$ cat src/qsd_pkg.sv
// ----------------------------------------------------------------------------
// qsd_pkg
// Shared constants and types for the quadrature speed and distance counter.
// ----------------------------------------------------------------------------
`default_nettype none

package qsd_pkg;

  // Field and register widths
  localparam int unsigned CNT_W         = 32;
  localparam int unsigned OP_W          = 2;
  localparam int unsigned SPEED_SCALE_W = 40;
  localparam int unsigned DIST_SCALE_W  = 25;
  localparam int unsigned CFG_IDX_W     = 4;
  localparam int unsigned FRAC_W        = 16;

  // Speed is updated only for differences strictly inside +/- this limit
  localparam int unsigned DIFF_LIMIT = 100000;

  // Opcodes
  localparam logic [OP_W-1:0] OP_EDGE   = 2'd0;
  localparam logic [OP_W-1:0] OP_SAMPLE = 2'd1;
  localparam logic [OP_W-1:0] OP_READ   = 2'd2;

  // Configuration register indexes
  localparam logic [CFG_IDX_W-1:0] CFG_SPEED_SCALE = 4'd0;
  localparam logic [CFG_IDX_W-1:0] CFG_DIST_SCALE  = 4'd1;

  // Register reset values (Q24.16 speed scale, Q9.16 distance scale)
  localparam logic [SPEED_SCALE_W-1:0] SPEED_SCALE_RST = 40'd6553600;
  localparam logic [DIST_SCALE_W-1:0]  DIST_SCALE_RST  = 25'd65536;

  // Operand of the fixed-point scaler: magnitude and sign of a count value
  typedef struct packed {
    logic [CNT_W-1:0] mag;
    logic             neg;
  } qsd_mul_t;

  // Contents of the first pipeline stage
  typedef struct packed {
    qsd_mul_t         mul;
    logic             use_speed;  // scale by speed_scale, else distance_scale
    logic             upd_speed;  // in-range speed sample
    logic             is_read;    // distance read
    logic [CNT_W-1:0] count;
  } qsd_stage_t;

endpackage

`default_nettype wire

$ cat src/qsd_scale.sv
// ----------------------------------------------------------------------------
// qsd_scale
// Signed value times unsigned Q24.16 scale, truncated toward zero and
// saturated to 32-bit two's complement.
// ----------------------------------------------------------------------------
`default_nettype none

module qsd_scale (
  input  qsd_pkg::qsd_mul_t                   op_i,
  input  logic [qsd_pkg::SPEED_SCALE_W-1:0]   scale_i,
  output logic [qsd_pkg::CNT_W-1:0]           result_o
);
  import qsd_pkg::*;

  localparam int unsigned HI_W   = SPEED_SCALE_W - FRAC_W;
  localparam int unsigned PHI_W  = CNT_W + HI_W;
  localparam int unsigned PLO_W  = CNT_W + FRAC_W;
  localparam int unsigned SUM_W  = PHI_W + 1;

  localparam logic [SUM_W-1:0] POS_MAX = SUM_W'({1'b0, {(CNT_W-1){1'b1}}});
  localparam logic [SUM_W-1:0] NEG_MAX = SUM_W'({1'b1, {(CNT_W-1){1'b0}}});

  logic [HI_W-1:0]   scale_hi;
  logic [FRAC_W-1:0] scale_lo;
  logic [PHI_W-1:0]  prod_hi;
  logic [PLO_W-1:0]  prod_lo;
  logic [SUM_W-1:0]  q;
  logic [CNT_W-1:0]  mag_sat;

  assign scale_hi = scale_i[SPEED_SCALE_W-1:FRAC_W];
  assign scale_lo = scale_i[FRAC_W-1:0];

  // Split the wide scale into integer and fraction partial products
  assign prod_hi = PHI_W'(op_i.mag) * PHI_W'(scale_hi);
  assign prod_lo = PLO_W'(op_i.mag) * PLO_W'(scale_lo);
  assign q       = SUM_W'(prod_hi) + SUM_W'(prod_lo[PLO_W-1:FRAC_W]);

  always_comb begin
    if (op_i.neg) begin
      mag_sat  = (q > NEG_MAX) ? NEG_MAX[CNT_W-1:0] : q[CNT_W-1:0];
      result_o = ~mag_sat + CNT_W'(1);
    end else begin
      mag_sat  = (q > POS_MAX) ? POS_MAX[CNT_W-1:0] : q[CNT_W-1:0];
      result_o = mag_sat;
    end
  end

endmodule

`default_nettype wire

$ cat src/quadrature_speed_distance.sv
// ----------------------------------------------------------------------------
// quadrature_speed_distance
// Quadrature tick counter with sampled speed and read-and-clear distance.
// ----------------------------------------------------------------------------
// Pipeline: state update stage, then scale multiply and saturate into the
// output register. Throughput: one item per cycle unless out_ready stalls
// the output; the counter state loop closes within the state update stage.
// Reset: synchronous, active low; counts, held speed and pipeline valids
// clear, scale registers return to 100.0 (Q24.16) and 1.0 (Q9.16).
`default_nettype none

module quadrature_speed_distance (
  input  logic                              clk,
  input  logic                              rst_n,
  input  logic                              in_valid,
  output logic                              in_ready,
  input  logic [qsd_pkg::OP_W-1:0]          in_opcode,
  input  logic                              in_level_a,
  input  logic                              in_level_b,
  output logic                              out_valid,
  input  logic                              out_ready,
  output logic signed [qsd_pkg::CNT_W-1:0]  out_speed,
  output logic signed [qsd_pkg::CNT_W-1:0]  out_distance,
  output logic signed [qsd_pkg::CNT_W-1:0]  out_count,
  input  logic                              cfg_valid,
  output logic                              cfg_ready,
  input  logic [qsd_pkg::CFG_IDX_W-1:0]     cfg_index,
  input  logic [qsd_pkg::SPEED_SCALE_W-1:0] cfg_data
);
  import qsd_pkg::*;

  function automatic logic [CNT_W-1:0] mag32(input logic [CNT_W-1:0] v);
    return v[CNT_W-1] ? (~v + CNT_W'(1)) : v;
  endfunction

  // Configuration
  logic [SPEED_SCALE_W-1:0] speed_scale_r;
  logic [DIST_SCALE_W-1:0]  dist_scale_r;

  // Counter state
  logic [CNT_W-1:0] tick_r, tick_nxt;
  logic [CNT_W-1:0] last_r, last_nxt;
  logic [CNT_W-1:0] tsr_r, tsr_nxt;
  logic [CNT_W-1:0] held_r, held_nxt;
  logic [CNT_W-1:0] diff;
  logic [CNT_W-1:0] diff_mag;

  // Pipeline
  qsd_stage_t       s1_r, s1_nxt;
  logic             s1_valid_r;
  logic             out_valid_r;
  logic [CNT_W-1:0] out_speed_r, out_speed_nxt;
  logic [CNT_W-1:0] out_dist_r, out_dist_nxt;
  logic [CNT_W-1:0] out_count_r;
  logic             en1, en2, in_acc, load2;

  logic [SPEED_SCALE_W-1:0] scale_sel;
  logic [CNT_W-1:0]         scaled;

  assign cfg_ready = 1'b1;

  assign en2      = !out_valid_r || out_ready;
  assign en1      = !s1_valid_r || en2;
  assign in_ready = en1;
  assign in_acc   = in_valid && en1;
  assign load2    = s1_valid_r && en2;

  // Stage 1: counter state update and scaler operand
  always_comb begin
    tick_nxt = tick_r;
    last_nxt = last_r;
    tsr_nxt  = tsr_r;
    diff     = tick_r - last_r;
    diff_mag = mag32(diff);
    s1_nxt   = '0;
    case (in_opcode)
      OP_EDGE: begin
        tick_nxt = (in_level_a == in_level_b) ? tick_r + CNT_W'(1) : tick_r - CNT_W'(1);
      end
      OP_SAMPLE: begin
        last_nxt             = tick_r;
        tsr_nxt              = tsr_r + diff;
        s1_nxt.mul.mag       = diff_mag;
        s1_nxt.mul.neg       = diff[CNT_W-1];
        s1_nxt.use_speed     = 1'b1;
        s1_nxt.upd_speed     = diff_mag < CNT_W'(DIFF_LIMIT);
      end
      OP_READ: begin
        tsr_nxt        = '0;
        s1_nxt.mul.mag = mag32(tsr_r);
        s1_nxt.mul.neg = tsr_r[CNT_W-1];
        s1_nxt.is_read = 1'b1;
      end
      default: begin
      end
    endcase
    s1_nxt.count = tick_nxt;
  end

  // Stage 2: scale, saturate, hold speed
  assign scale_sel = s1_r.use_speed ? speed_scale_r : SPEED_SCALE_W'(dist_scale_r);

  qsd_scale u_scale (
    .op_i     (s1_r.mul),
    .scale_i  (scale_sel),
    .result_o (scaled)
  );

  always_comb begin
    held_nxt      = (load2 && s1_r.upd_speed) ? scaled : held_r;
    out_speed_nxt = s1_r.upd_speed ? scaled : held_r;
    out_dist_nxt  = s1_r.is_read ? scaled : '0;
  end

  always_ff @(posedge clk) begin
    if (!rst_n) begin
      speed_scale_r <= SPEED_SCALE_RST;
      dist_scale_r  <= DIST_SCALE_RST;
    end else if (cfg_valid) begin
      case (cfg_index)
        CFG_SPEED_SCALE: speed_scale_r <= cfg_data;
        CFG_DIST_SCALE:  dist_scale_r  <= cfg_data[DIST_SCALE_W-1:0];
        default: begin
          // drop writes to unknown registers
        end
      endcase
    end
  end

  always_ff @(posedge clk) begin
    if (!rst_n) begin
      tick_r      <= '0;
      last_r      <= '0;
      tsr_r       <= '0;
      held_r      <= '0;
      s1_valid_r  <= 1'b0;
      out_valid_r <= 1'b0;
    end else begin
      if (in_acc) begin
        tick_r <= tick_nxt;
        last_r <= last_nxt;
        tsr_r  <= tsr_nxt;
      end
      held_r <= held_nxt;
      if (en1) begin
        s1_valid_r <= in_valid;
      end
      if (en2) begin
        out_valid_r <= s1_valid_r;
      end
    end
  end

  always_ff @(posedge clk) begin
    if (in_acc) begin
      s1_r <= s1_nxt;
    end
    if (load2) begin
      out_speed_r <= out_speed_nxt;
      out_dist_r  <= out_dist_nxt;
      out_count_r <= s1_r.count;
    end
  end

  assign out_valid    = out_valid_r;
  assign out_speed    = out_speed_r;
  assign out_distance = out_dist_r;
  assign out_count    = out_count_r;

endmodule

`default_nettype wire

$ cat config.mk
export PLATFORM = sky130hd
export DESIGN_NAME = quadrature_speed_distance
export DESIGN_NICKNAME = d
export VERILOG_FILES = /design/src/qsd_pkg.sv /design/src/qsd_scale.sv /design/src/quadrature_speed_distance.sv
export SDC_FILE = /design/constraint.sdc
export NUM_CORES = 2
export LEC_CHECK = 0
export ABC_AREA = 1
export CAP_MARGIN = 5
export CORE_MARGIN = 3
export CORE_UTILIZATION = 40
export CTS_BUF_LIST = sky130_fd_sc_hd__clkbuf_4 sky130_fd_sc_hd__clkbuf_8 sky130_fd_sc_hd__clkbuf_16
export CTS_CLUSTER_DIAMETER = 200
export DETAILED_ROUTE_END_ITERATION = 7
export DONT_BUFFER_PORTS = 1
export PLACE_DENSITY = 0.59
export SLEW_MARGIN = 10
export SYNTH_ARGS = -nofsm -noshare
export SYNTH_HDL_FRONTEND = slang
export SYNTH_SLANG_ARGS = --single-unit
$ cat constraint.sdc
create_clock -name clk -period 11.4 [get_ports clk]
set_input_delay 1.14 -clock clk [delete_from_list [all_inputs] [get_ports clk]]
set_output_delay 1.14 -clock clk [all_outputs]
set_load 0.02 [all_outputs]
### Word-level counts from Yosys, hierarchy flattened

Cells that the tools add are included.

| storage, ports and cells | value |
|---|---|
| bits in registers | 359 |
| input port bits | 53 |
| output and inout bits | 99 |
| word-level logic and storage cells | 64 |

| operators by class | value |
|---|---|
| add/subtract/negate cells | 8 |
| multipliers | 2 |
| order comparisons | 3 |
| eq/ne operators | 4 |
| multiplexer cells | 13 |
| bitwise gates (word level) | 3 |
| reduce and logical (&&, ||, !) cells | 14 |

Operator list:

| operator | number |
|---|---|
| 2-to-1 mux 32 bit | 8 |
| adder 32 x 1 -> 32 bit, second input constant | 4 |
| NOT 32 bit | 3 |
| one-hot mux 33 bit (2 select lines) | 1 |
| one-hot mux 32 bit (2 select lines) | 1 |
| adder 56 x 32 -> 57 bit | 1 |
| > comparator 57 x 31 -> 1 bit, second input constant | 1 |
| > comparator 57 x 32 -> 1 bit, second input constant | 1 |
| multiplier 32 x 24 -> 56 bit | 1 |
| multiplier 32 x 16 -> 48 bit | 1 |
| 2-to-1 mux 40 bit | 1 |
| adder 32 bit | 1 |
| < comparator 32 x 17 -> 1 bit, second input constant | 1 |
| subtractor 32 x 1 -> 32 bit, second input constant | 1 |
| subtractor 32 bit | 1 |
| AND reduction 2 bit | 4 |
| equality test 4 x 1 -> 1 bit, second input constant | 1 |
| zero test 4 bit | 1 |
| logical AND 1 bit | 3 |
| equality test 2 x 1 -> 1 bit, second input constant | 1 |
| equality test 2 bit, second input constant | 1 |
| zero test 1 bit | 2 |
| zero test 2 bit | 1 |
| logical OR 1 bit | 2 |
| 4 further kinds | 4 |

### Depth between registers and ports, before layout

| logic depth | value |
|---|---|
| word-level depth | 9 |
| depth in mapped cells | 74 |
| gate-level depth less buffers | 70 |

### Cells and area by module

A second synthesis with hierarchy kept.

| second synthesis, totals | value |
|---|---|
| cell total of the unflattened synthesis | 9223 |
| area, all modules | 66869.1 um^2 |

By module, submodules not included:

| module | instances | cells an instance | area each (um^2) |
|---|---|---|---|
| qsd_scale | 1 | 6282 | 45581.2 |
| quadrature_speed_distance | 1 | 2941 | 21287.9 |

### Worst setup path after synthesis

OpenSTA, ideal clock, no wires.

| path | value |
|---|---|
| kind | reg-to-reg |
| start | register s1_r[34] (netlist bit) |
| end | register out_speed_r[8] (netlist: out_speed[8]), data pin |
| library setup time | 0.267 ns |
| arrival | 11.358 ns |
| data required time | 11.133 ns |
| setup slack | -0.226 ns |
| cell stages (with the launch flop) | 66 |
| path buffers | 5 |
| clock period less this slack | 11.626 ns |
| cells stage by stage | edfxtp_1 -> clkbuf_1 -> buf_1 -> nand2_1 -> nand2_1 -> clkbuf_1 -> nor2_1 -> fa_1 -> inv_1 -> fa_1 -> fa_1 -> inv_1 -> fa_1 -> fa_1 -> inv_1 -> fa_1 -> inv_1 -> ha_1 -> [... 30 more ...] -> nand2_1 -> nand2_1 -> nor2_1 -> nand2_1 -> nor2_1 -> nand2_1 -> nor2_4 -> buf_4 -> buf_4 -> nand2_1 -> ha_1 -> nand2_1 -> nor2_2 -> xnor2_1 -> nand2_1 -> nand2_1 -> nand2_1 -> o21ai_0 |

| between the ends | value |
|---|---|
| word-level cells in the longest chain between the ends | 9 |

Ends and longest elaborated chain:

| what | RTL line | text |
|---|---|---|
| start, declared | quadrature_speed_distance.sv:49 | `qsd_stage_t s1_r, s1_nxt;` |
| start signal, assigned | quadrature_speed_distance.sv:156 | `s1_r <= s1_nxt;` |
| 2-to-1 mux 40 bit (*) | quadrature_speed_distance.sv:101 | `assign scale_sel = s1_r.use_speed ? speed_scale_r : SPEED_SCALE_W'(dist_scale_r);` |
| multiplier 32 x 24 -> 56 bit or multiplier 32 x 16 -> 48 bit (tied branches) | qsd_scale.sv:34, qsd_scale.sv:35 |  |
| adder 56 x 32 -> 57 bit (*) | qsd_scale.sv:36 | `assign q = SUM_W'(prod_hi) + SUM_W'(prod_lo[PLO_W-1:FRAC_W]);` |
| > comparator 57 x 32 -> 1 bit | qsd_scale.sv:40 | `mag_sat = (q > NEG_MAX) ? NEG_MAX[CNT_W-1:0] : q[CNT_W-1:0];` |
| 2-to-1 mux 32 bit | qsd_scale.sv:40 |  |
| NOT 32 bit | qsd_scale.sv:41 | `result_o = ~mag_sat + CNT_W'(1);` |
| adder 32 x 1 -> 32 bit | qsd_scale.sv:41 |  |
| 2-to-1 mux 32 bit (*) | qsd_scale.sv:39 | `if (op_i.neg) begin` |
| 2-to-1 mux 32 bit (*) | quadrature_speed_distance.sv:111 | `out_speed_nxt = s1_r.upd_speed ? scaled : held_r;` |
| net out_speed_nxt[8] | quadrature_speed_distance.sv:52 | `logic [CNT_W-1:0] out_speed_r, out_speed_nxt;` |
| end signal, assigned | quadrature_speed_distance.sv:159 | `out_speed_r <= out_speed_nxt;` |
| end, declared | quadrature_speed_distance.sv:52 |  |

The timed path passes the listed nets; every way through them passes the cells marked *.
A chain may end at the register's enable or synchronous reset.

### Worst setup path in the final report

| path | value |
|---|---|
| start | register s1_r[34] (netlist bit) |
| end | register out_speed_r[20] (netlist: out_speed[20]), data pin |

The elaborated chain is that of the path after synthesis.

==> flow_summary.json <==
{
  "synthSimpleGateAreaFrac_pct": 21.3,
  "fmax_mhz": 83.0,
  "dp_hpwl_um": 183000,
  "die_w_um": 407,
  "via_per_inst": 5.13,
  "root_buffer": "clkbuf_16",
  "grt_max_degree": 121,
  "cts_buffers": 41,
  "cts_sinks": 359,
  "critPathRequiredTime_ns": 11.75,
  "end_kind": "register",
  "multi_input_area_um2": 49100,
  "cts.path.max_buffers": 3,
  "synth-edff-count": 164,
  "yosys-top-cells-area": "fa_1 (34%), nand2_1 (12%), inv_1 (11%), ha_1 (8.0%), edfxtp_1 (7.6%)",
  "wire_per_inst_um": 20.3,
  "first_pass_iters": 6,
  "start_kind": "register",
  "place_congestion": 0.986,
  "grt_pass1_wl_um": 348000,
  "htree_levels": 2,
  "grtUsageMet3_pct": 6.19,
  "start_util_pct": 40.5,
  "hold_ws_ns": 0.414,
  "synth.avg_cell_area_um2": 7.54,
  "layout-drive-gt1-share_pct": 14.2,
  "cts_tree": "done",
  "seqCellArea_um2": 8830,
  "r2r_setup_slack_ns": -0.65,
  "n_fill_cell": 15900,
  "synth_top_area_cell": "fa_1",
  "die_h_um": 407,
  "synth_compound_area_share_pct": 7.73,
  "ys_top_cells_by_count": "nand2_1 (2,102), inv_1 (1,831), fa_1 (1,109), nor2_1 (862), ha_1 (411)",
  "io_buffer_count": 0,
  "synth_nets": 10100,
  "antenna_cells": 0,
  "cpPeakStageDelay_ns": 0.56,
  "final_core_util_pct": 46.9,
  "cap_viol_max_count": 0,
  "core-area_um2": 159000,
  "synth_xor_area_share_pct": 1.76,
  "timing.final.max_slew_violations": 0,
  "clk_pin_slew_ns": 0.06,
  "yosysMostFrequentCell": "nand2_1",
  "drtIter0Drc": 4401,
  "worstPathArrival_ns": 12.40,
  "violations": "setup timing",
  "met2_usage_pct": 43.2,
  "crit_fanout": 8,
  "grt_antenna_before_repair": 5,
  "grt_overflow_total": 0,
  "setup_viol_count_final": 96,
  "slew_headroom_pct": 24.4,
  "synth_top_family_by_area": "adder cells",
  "row_count": 146,
  "busiest_layer": "met2",
  "die_area_um2": 166000,
  "syn-cell-area_um2": 64400,
  "path_class": "register to register",
  "synth_seq_area_share_pct": 13.7,
  "num_vias": 56800,
  "clkLatencyLatePin_ns": 0.63,
  "async_reset_ff_share_pct": 0,
  "yosysTopAreaCellShare_pct": 34.5,
  "ant_nets": 0,
  "finalHoldViolCount": 0,
  "min_path_type": "register to register",
  "final_cell_area_um2": 74600,
  "synthDistinctLibCells": 60,
  "muxShareOfSynthArea_pct": 0,
  "met1_usage_pct": 36.6,
  "period_share_pct": 106,
  "ys_ff_latch": 359,
  "post_dp_cell_area_um2": 70700,
  "wirelength_um": 225000,
  "slowest_stage": "fa_1",
  "grt_use_total_pct": 27.0,
  "synthCells": 8547,
  "route.detailed.drc": 0,
  "setup_tns_ns": -50.40,
  "rsz0062_at_grt": "yes",
  "fin_ws_ns": -0.652,
  "synthAdderAreaFrac_pct": 42.4,
  "syn2layout_area_growth_pct": 15.8,
  "finClkSkew_ns": 0.0480,
  "worst_pin_slew_ns": 1.13,
  "synth_ff_type": "dfxtp_1",
  "final_nets": 10500,
  "period_needed_ns": 12.05,
  "grt_pass1_vias": 58700,
  "crit_path_frequent_cell": "fa_1",
  "boundaryPins": 152,
  "status": "finished, violations left",
  "yosys_warnings": 0
}
## flip-flops by register name, indices dropped and copies added (netlist names)
name / count
out_count: 32
held_r: 32
tick_r: 32
out_speed: 32
speed_scale_r: 40
s1_valid_r: 1
last_r: 32
out_valid: 1
tsr_r: 32
out_distance: 32
dist_scale_r: 25
s1_r: 68
## cell type report
type	count	share of cell area (%)
Multi-Input combinational cell	5966	65.9
Sequential cell	359	11.8
Inverter	1873	9.46
Timing Repair Buffer	650	7.34
Tap cell	2146	3.60
Clock buffer	55	1.55
Clock inverter	19	0.330
Timing Repair inverter	1	0.0101
## layer usage
layer	vias to the layer above	share of wire (%)
li1	26300	-
met3	358	9.0
met1	28100	42
met5	-	0.013
met2	2062	45
met4	4	3.7
## per-stage QoR
stage | worst slack (ns) | std cells
global route | -1.14 | 11100
global placement | -1.20 | 10900
detailed placement | -1.29 | 10900
CTS | -0.682 | 11000
finish | -0.652 | 11100
floorplan | 0.0244 | 8547
## cell families (layout without fill, tap and decap cells)
family | count (synthesis) | after routing
XOR/XNOR | 124 | 124
flip-flops | 359 | 359
buffers and inverters | 2222 | 2598
other | 1 | 1
AO/OA/AOI/OAI | 910 | 910
adder cells (fa/ha/maj) | 1520 | 1520
AND/OR/NAND/NOR | 3411 | 3411
## what timing repair did
action	CTS	global route
gates cloned	0	7
hold endpoints to repair	0	0
hold buffers	0	0
setup endpoints to repair	96	96
pin swaps	34	141
resized for setup	144	390
setup buffers	4	42
## cell usage in the layout, fill, tap and decap left out, types with 17 or more instances in the layout
master        n
ha_1        372
buf_12       34
nor2_2       49
nor2_1      804
nand2_4      17
nand3_2      27
nor2_4       36
inv_1      1791
inv_2        58
o21a_1       38
a21oi_2      41
dfxtp_1     195
clkbuf_16    47
nand3_1     209
fa_1       1086
nand4_1      50
fa_2         23
o21ai_2      20
buf_4       592
xnor2_1      38
nor3_1       33
ha_4         32
o21ai_0     284
edfxtp_1    164
xor2_1       62
or2_2        31
nand2_2     111
nand2_1    1986
a21oi_1     358
nand3b_1     21
o21ai_1      47
## critical path, delay by kind of cell, from the launching register on
| family | cells | cell delay (ns) |
|---|---|---|
| adders and majority gates | 13 | 5.93 |
| buffers and inverters | 23 | 2.32 |
| and+or+nand+nor | 24 | 2.16 |
| DFF | 1 | 0.49 |
| AOI/OAI and AO/OA | 4 | 0.47 |
| xor gates and xnor gates | 2 | 0.36 |
## final timing paths
kind / start / cells after the start / end
worst max-delay path: s1_r[34] / 66 / out_speed[20]
worst max register to register: s1_r[34] / 66 / out_speed[20]
worst min-delay path: s1_r[0] / 0 / out_count[0]
worst min register to register: s1_r[0] / 0 / out_count[0]
Power is left out: the tool's default activity adds up to more than one toggle a clock period on the data nets, which glitch-free logic cannot reach.
